<file path="src/hdl/uuidp_pkg.sv">
package uuidp_pkg;

    localparam int unsigned TEXT_LEN  = 36;
    localparam int unsigned POS_W     = 6;
    localparam int unsigned DIGITS_W  = 128;
    localparam int unsigned WORD_W    = 64;

    localparam logic [POS_W-1:0] TEXT_LEN_POS = POS_W'(TEXT_LEN);
    localparam logic [POS_W-1:0] DASH_POS_A   = 6'd8;
    localparam logic [POS_W-1:0] DASH_POS_B   = 6'd13;
    localparam logic [POS_W-1:0] DASH_POS_C   = 6'd18;
    localparam logic [POS_W-1:0] DASH_POS_D   = 6'd23;

    localparam logic [7:0] CHAR_DASH  = 8'h2D;
    localparam logic [7:0] CHAR_ZERO  = 8'h30;
    localparam logic [7:0] CHAR_NINE  = 8'h39;
    localparam logic [7:0] CHAR_UP_A  = 8'h41;
    localparam logic [7:0] CHAR_UP_F  = 8'h46;
    localparam logic [7:0] CHAR_LOW_A = 8'h61;
    localparam logic [7:0] CHAR_LOW_F = 8'h66;

    // byte_order register codes; the unused code behaves as ORDER_GUID
    localparam logic [1:0] ORDER_STD  = 2'd0;
    localparam logic [1:0] ORDER_GUID = 2'd1;
    localparam logic [1:0] ORDER_LE   = 2'd2;
    localparam logic [1:0] ORDER_RSVD = 2'd3;

    typedef struct packed {
        logic       ok;
        logic [3:0] val;
    } hex_t;

    typedef struct packed {
        logic [1:0] byte_order;
        logic       ok;
    } fmt_ctl_t;

    function automatic hex_t hex_decode(input logic [7:0] c);
        hex_t r;
        r.ok  = 1'b0;
        r.val = 4'd0;
        if (c >= CHAR_ZERO && c <= CHAR_NINE) begin
            r.ok  = 1'b1;
            r.val = c[3:0];
        end else if ((c >= CHAR_LOW_A && c <= CHAR_LOW_F) ||
                     (c >= CHAR_UP_A && c <= CHAR_UP_F)) begin
            r.ok  = 1'b1;
            r.val = 4'(c[3:0] + 4'd9);
        end
        return r;
    endfunction

endpackage

</file>
<file path="src/hdl/uuidp_fmt.sv">
module uuidp_fmt import uuidp_pkg::*; (
    input  logic [DIGITS_W-1:0] digits,
    input  fmt_ctl_t            ctl,
    output logic [WORD_W-1:0]   uuid_upper,
    output logic [WORD_W-1:0]   uuid_lower
);

    logic [7:0] b [16];
    logic [7:0] o [16];

    always_comb begin
        for (int i = 0; i < 16; i++) begin
            b[i] = digits[DIGITS_W-1-8*i -: 8];
            o[i] = b[i];
        end
        unique case (ctl.byte_order)
            ORDER_STD: begin
            end
            ORDER_GUID, ORDER_RSVD, ORDER_LE: begin
                // reverse time_low, time_mid, time_hi
                o[0] = b[3];
                o[1] = b[2];
                o[2] = b[1];
                o[3] = b[0];
                o[4] = b[5];
                o[5] = b[4];
                o[6] = b[7];
                o[7] = b[6];
                if (ctl.byte_order == ORDER_LE) begin
                    o[8] = b[9];
                    o[9] = b[8];
                    for (int j = 0; j < 6; j++) begin
                        o[10+j] = b[15-j];
                    end
                end
            end
            default: begin
            end
        endcase
    end

    always_comb begin
        for (int i = 0; i < 8; i++) begin
            uuid_upper[WORD_W-1-8*i -: 8] = ctl.ok ? o[i]   : 8'd0;
            uuid_lower[WORD_W-1-8*i -: 8] = ctl.ok ? o[8+i] : 8'd0;
        end
    end

endmodule

</file>
<file path="src/hdl/uuid_text_parser.sv">
// Channel    Dir  Payload (low bit up)                      Sideband
// s_axis     in   tdata[7:0] ch                             tlast = last
// m_axis     out  tdata[63:0] uuid_upper, [127:64] lower    tuser = ok
// cfg        in   cfg_wr_data[1:0] byte_order               cfg_wr_en
//
// One character is taken per cycle; the result of a last-flagged character
// appears in the output register on the next cycle.
// The rate is set by the single output register: input stalls only while
// a finished result sits unclaimed.
// Reset (aresetn low, synchronous) clears position, fault flag, gathered
// digits, output valid and byte_order.
module uuid_text_parser import uuidp_pkg::*; (
    input  logic                  aclk,
    input  logic                  aresetn,
    input  logic                  cfg_wr_en,
    input  logic [1:0]            cfg_wr_data,   // byte_order
    input  logic                  s_axis_tvalid,
    output logic                  s_axis_tready,
    input  logic [7:0]            s_axis_tdata,  // [7:0] ch
    input  logic                  s_axis_tlast,
    output logic                  m_axis_tvalid,
    input  logic                  m_axis_tready,
    output logic [2*WORD_W-1:0]   m_axis_tdata,  // [63:0] uuid_upper, [127:64] uuid_lower
    output logic                  m_axis_tuser   // [0] ok
);

    logic [1:0]          byte_order_reg;
    logic [POS_W-1:0]    pos_reg, pos_next;
    logic                valid_reg, valid_next;
    logic [DIGITS_W-1:0] digits_reg, digits_next;
    logic                m_valid_reg;
    logic [WORD_W-1:0]   m_upper_reg, m_lower_reg;
    logic                m_ok_reg;

    logic          accept;
    logic          past_end;
    logic          dash_pos;
    hex_t          hex;
    fmt_ctl_t      fmt_ctl;
    logic [WORD_W-1:0] fmt_upper, fmt_lower;

    assign s_axis_tready = !m_valid_reg || m_axis_tready;
    assign accept        = s_axis_tvalid && s_axis_tready;

    always_comb begin
        hex      = hex_decode(s_axis_tdata);
        past_end = (pos_reg >= TEXT_LEN_POS);
        dash_pos = (pos_reg == DASH_POS_A) || (pos_reg == DASH_POS_B) ||
                   (pos_reg == DASH_POS_C) || (pos_reg == DASH_POS_D);
        pos_next    = pos_reg;
        valid_next  = valid_reg;
        digits_next = digits_reg;
        priority if (past_end) begin
            valid_next = 1'b0;
        end else begin
            pos_next = pos_reg + 1'b1;
            if (dash_pos) begin
                if (s_axis_tdata != CHAR_DASH) begin
                    valid_next = 1'b0;
                end
            end else if (!hex.ok) begin
                valid_next = 1'b0;
            end else begin
                digits_next = {digits_reg[DIGITS_W-5:0], hex.val};
            end
        end
    end

    assign fmt_ctl.byte_order = byte_order_reg;
    assign fmt_ctl.ok         = valid_next && (pos_next == TEXT_LEN_POS);

    uuidp_fmt u_fmt (
        .digits     (digits_next),
        .ctl        (fmt_ctl),
        .uuid_upper (fmt_upper),
        .uuid_lower (fmt_lower)
    );

    always_ff @(posedge aclk) begin
        if (!aresetn) begin
            byte_order_reg <= ORDER_STD;
        end else if (cfg_wr_en) begin
            byte_order_reg <= cfg_wr_data;
        end
    end

    always_ff @(posedge aclk) begin
        if (!aresetn) begin
            pos_reg    <= '0;
            valid_reg  <= 1'b1;
            digits_reg <= '0;
        end else if (accept) begin
            if (s_axis_tlast) begin
                // drop back to the idle state for the next string
                pos_reg    <= '0;
                valid_reg  <= 1'b1;
                digits_reg <= '0;
            end else begin
                pos_reg    <= pos_next;
                valid_reg  <= valid_next;
                digits_reg <= digits_next;
            end
        end
    end

    always_ff @(posedge aclk) begin
        if (!aresetn) begin
            m_valid_reg <= 1'b0;
        end else if (s_axis_tready) begin
            m_valid_reg <= accept && s_axis_tlast;
        end
    end

    always_ff @(posedge aclk) begin
        if (accept && s_axis_tlast) begin
            m_upper_reg <= fmt_upper;
            m_lower_reg <= fmt_lower;
            m_ok_reg    <= fmt_ctl.ok;
        end
    end

    assign m_axis_tvalid = m_valid_reg;
    assign m_axis_tdata  = {m_lower_reg, m_upper_reg};
    assign m_axis_tuser  = m_ok_reg;

    a_pos_bound: assert property (@(posedge aclk) disable iff (!aresetn)
        pos_reg <= TEXT_LEN_POS)
        else $error("character position ran past the text length");

    a_last_gives_result: assert property (@(posedge aclk) disable iff (!aresetn)
        (accept && s_axis_tlast) |=> (m_axis_tvalid && pos_reg == '0 && valid_reg))
        else $error("last character did not produce a result and clear state");

    a_bad_is_zero: assert property (@(posedge aclk) disable iff (!aresetn)
        (m_axis_tvalid && !m_axis_tuser) |-> (m_axis_tdata == '0))
        else $error("invalid result carries nonzero data");

    a_short_fails: assert property (@(posedge aclk) disable iff (!aresetn)
        (accept && s_axis_tlast && pos_reg != (TEXT_LEN_POS - 1'b1)) |=> !m_axis_tuser)
        else $error("string of wrong length reported as valid");

endmodule
</file>
<file path="config.mk">
export PLATFORM = sky130hd
export DESIGN_NAME = uuid_text_parser
export DESIGN_NICKNAME = d
export VERILOG_FILES = /design/src/hdl/uuidp_pkg.sv /design/src/hdl/uuidp_fmt.sv /design/src/hdl/uuid_text_parser.sv
export SDC_FILE = /design/constraint.sdc
export NUM_CORES = 1
export LEC_CHECK = 0
export ABC_CLOCK_PERIOD_IN_PS = 4270
export BUFFER_PORTS_ARGS = -buffer_cell sky130_fd_sc_hd__clkbuf_2
export CAP_MARGIN = 20
export CORE_MARGIN = 8
export CORE_UTILIZATION = 45
export DETAILED_ROUTE_END_ITERATION = 6
export GPL_ROUTABILITY_DRIVEN = 0
export GPL_TIMING_DRIVEN = 1
export PLACE_DENSITY = 0.78
export SLEW_MARGIN = 20
export SYNTH_ARGS = -nofsm -noshare
export SYNTH_HDL_FRONTEND = slang
export SYNTH_SLANG_ARGS = --single-unit
</file>
<file path="constraint.sdc">
create_clock -name aclk -period 4.27 [get_ports aclk]
set_input_delay 0.854 -clock aclk [delete_from_list [all_inputs] [get_ports aclk]]
set_output_delay 0.854 -clock aclk [all_outputs]
set_load 0.005 [all_outputs]
</file>
==> qor.yml <==
setup_path:
  regToRegEndpoint: "m_upper_reg[11]$_SDFFCE_PN0P_"
  cp-start-kind: "flip-flop"
  r2r_start: "pos_reg[1]$_SDFFE_PN0P_"
  crit_slowest_cell: "dfxtp_1"
  crit_fanout: 26
  crit_required_ns: 4.60
  endpoint: "m_upper_reg[11]$_SDFFCE_PN0P_"
  reg2reg_slack_ns: 1.27
  cp.arrival_ns: 3.34
  criticalPathCategory: "reg -> reg"
  rr_worst_depth: 9
  cp_common_cell: "buf_4"
  startpoint: "pos_reg[1]$_SDFFE_PN0P_"
  cp-end-kind: "flip-flop"
  slowest_delay_ns: 0.45
  worstPathCellList: "inv_1, ha_1, mux2_1, a32o_1, a211oi_4, o2111ai_4, buf_4, buf_4, a311oi_1"
pwr:
  irDropWorstVdd_mv: 0.259
  power_density_mw_per_mm2: 390
  power.share.sequential: 0.509
  internal-power_mw: 4.17
  total_leakage_power_nw: 5.08
  clockPowerShare: 0.434
  p_total_mw: 5.38
  netSwitchingFraction: 0.225
  p_switching_mw: 1.21
  pwr-share-comb: 0.057
logic_synthesis:
  yosys.area.top_type: "edfxtp_1"
  synth.top_cell.area_share: 0.321
  synthTopCellsByArea: "edfxtp_1 32%, dfxtp_1 23%, a22o_1 9.3%, nand2_1 7.0%, a211oi_1 4.3%"
  yosys.cell_count.top_type: "nand2_1"
  syn_nets: 1180
  synth-seq-cells: 267
  syn_area_mm2: 0.0121
  ys_async_sr_fraction: 0
  ys_seq_area_frac: 0.549
  ys_top_cells_by_count: "224 x nand2_1, 138 x dfxtp_1, 129 x edfxtp_1"
  synth_enable_flop_cells: 129
  synth_cells: 1157
  yosysWarningCount: 0
  syn_avg_cell_area_um2: 10.4
  synth_cell_types: 53
  synth_ff_type: "dfxtp_1"
clocking:
  h-tree-depth: 1
  cts.clk_slew.worst_paths_ns: 0.06
  clock-root-buffer: "clkbuf_16"
  cts_resized: 0
  hold_buffers: 0
  cts_sinks: 267
  insertion_delay_ns: 0.53
  cts_tree: "done"
  cts_buffer_depth: 3
  numCtsBuffers: 26
  cts_setup_buffers: 0
detailed_routing:
  dr.pass1.iters: 5
  vias: 9489
  vias_per_cell: 5.93
  drt_wl_total_mm: 29.6
  drcViolationCount: 0
  wl_per_cell_um: 18.5
  dr.first_iter.drc_count: 889
  drtAntennaViolNets: 0
sta:
  setup_violations: 0
  max_slew_margin: 0.302
  finalMaxSlewViolations: 0
  final_hold_viol_count: 0
  period_share: 0.704
  fmax_ghz: 0.333
  tightest_slew_ns: 1.04
  layout_min_cycle_time_ns: 3.00
  setup_ws_ns: 1.27
  rsz0062_at_grt: "no"
  finalSetupTns_ns: 0
  fin_worst_skew_ns: 0.0186
layout:
  multi_input_area_mm2: 0.00493
  seq_area_mm2: 0.00664
  num-fill-cells: 2290
  areaGrowthSynthToFinish_pct: 14.2
  num_antenna_cells: 0
  layout.nets: 1263
  drive_gt1_frac: 0.174
  largest_reg_flops: 128
flow_run:
  drv_cap: 0
global_routing:
  track_usage: 0.175
  antenna_found_initial: 2
  grt_pass1_wl_mm: 48.1
  grt_start_max_net_pins: 130
  grt_overflow_total: 0
  grt_pass1_vias: 8833
floorplan:
  initial_core_util: 0.453
  core_mm2: 0.0267
  dieArea_mm2: 0.0323
  chipWidth_um: 180
  io_pins: 147
  die_y_um: 180
  fp-row-count: 60
status:
  status: "finished clean"
place:
  io_buffers: 146
  dp_slack_ns: 0.771
  hpwlAfterDp_mm: 19.5
hold_path:
  hold_class: "reg -> reg"
==> layout make-up <==
| type | instances | share of cell area |
|---|---|---|
| multi-input combinational | 780 | 0.357 |
| clock inverter | 14 | 0.0118 |
| timing repair buffer | 159 | 0.0655 |
| sequential | 267 | 0.481 |
| clock buffer | 34 | 0.0515 |
| tap | 341 | 0.0309 |
| inverter | 6 | 0.00181 |
==> through the flow <==
| stage | instance area [µm²] | hold slack [ns] | util | cells |
|---|---|---|---|---|
| after floorplan | 12100 | 0.462 | - | 1157 |
| after global placement | 12900 | 0.491 | 0.485 | 1553 |
| after detailed placement | 12900 | 0.487 | 0.485 | 1553 |
| after CTS | 13800 | 0.498 | 0.517 | 1601 |
| after global routing | 13800 | 0.534 | 0.518 | 1601 |
| final | 13800 | 0.507 | 0.518 | 1601 |
==> power by group through the flow <==
stage / sequential [mW] / combinational, mW / clock (mW)
2_1_floorplan: 2.80 / 0.204 / 0
3_3_place_gp: 2.80 / 0.299 / 0
3_5_place_dp: 2.80 / 0.306 / 0
4_1_cts: 2.74 / 0.307 / 2.38
5_1_grt: 2.74 / 0.336 / 2.47
6_report: 2.74 / 0.305 / 2.33
==> metal layers <==
metal / vias to the layer above / wire [µm] / global-route usage / share of wire
met5: - / 13 / 0 / 0.00044
met4: 2 / 886 / 0.0620 / 0.030
met3: 61 / 1950 / 0.0290 / 0.066
met2: 348 / 13500 / 0.274 / 0.46
met1: 4572 / 13200 / 0.243 / 0.45
li1: 4506 / - / - / -
==> cells by family (layout without fill, tap and decap cells) <==
kind of cell             count (synthesis)  count (layout)  synth area share
AO/OA/AOI/OAI                          286             286             0.198
XOR/XNOR                                 1               1          0.000725
adder cells (fa/ha/maj)                  7               7           0.00725
buffers and inverters                  110             213            0.0484
flip-flops                             267             267             0.549
multiplexers                            26              26            0.0218
AND/OR/NAND/NOR                        460             460             0.174
==> worst min path at each step <==
stage,slack (ns),to,cells past startpoint,start
finish,0.51,valid_reg$_SDFFE_PN1P_,2,valid_reg$_SDFFE_PN1P_
global route,0.53,valid_reg$_SDFFE_PN1P_,2,valid_reg$_SDFFE_PN1P_
CTS,0.50,valid_reg$_SDFFE_PN1P_,2,valid_reg$_SDFFE_PN1P_
detailed placement,0.49,valid_reg$_SDFFE_PN1P_,2,valid_reg$_SDFFE_PN1P_
global placement,0.49,digits_reg[43]$_SDFFE_PN0P_,1,digits_reg[39]$_SDFFE_PN0P_
floorplan,0.46,valid_reg$_SDFFE_PN1P_,2,valid_reg$_SDFFE_PN1P_
==> worst max-delay path: cells and delay by family (launching register included) <==
family | cells | cell delay (ns)
buffers and inverters | 3 | 0.67
multiplexers | 1 | 0.29
flip-flops | 1 | 0.45
AO/OA/AOI/OAI | 4 | 1.18
adder cells (fa/ha/maj) | 1 | 0.19
==> layout by cell type, fill, tap and decap left out, drive strengths merged, types with 2 or more instances in the layout <==
cell type,n
nor2b,6
clkinvlp,2
clkbuf,180
and3b,2
and3,46
a211oi,71
clkinv,9
a22o,128
buf,13
nor3,40
bufinv,3
a2111oi,2
dfxtp,138
nand2b,4
a21boi,2
a311oi,51
o21ai,8
o31ai,2
mux2,3
nor3b,16
nand2,224
a21oi,5
edfxtp,129
o2bb2ai,2
nor2,75
o211a,2
a31oi,4
nand4,3
inv,6
ha,7
mux2i,23
and2,28
nand3,9
No activity file was read; power rests on OpenSTA's default activity.
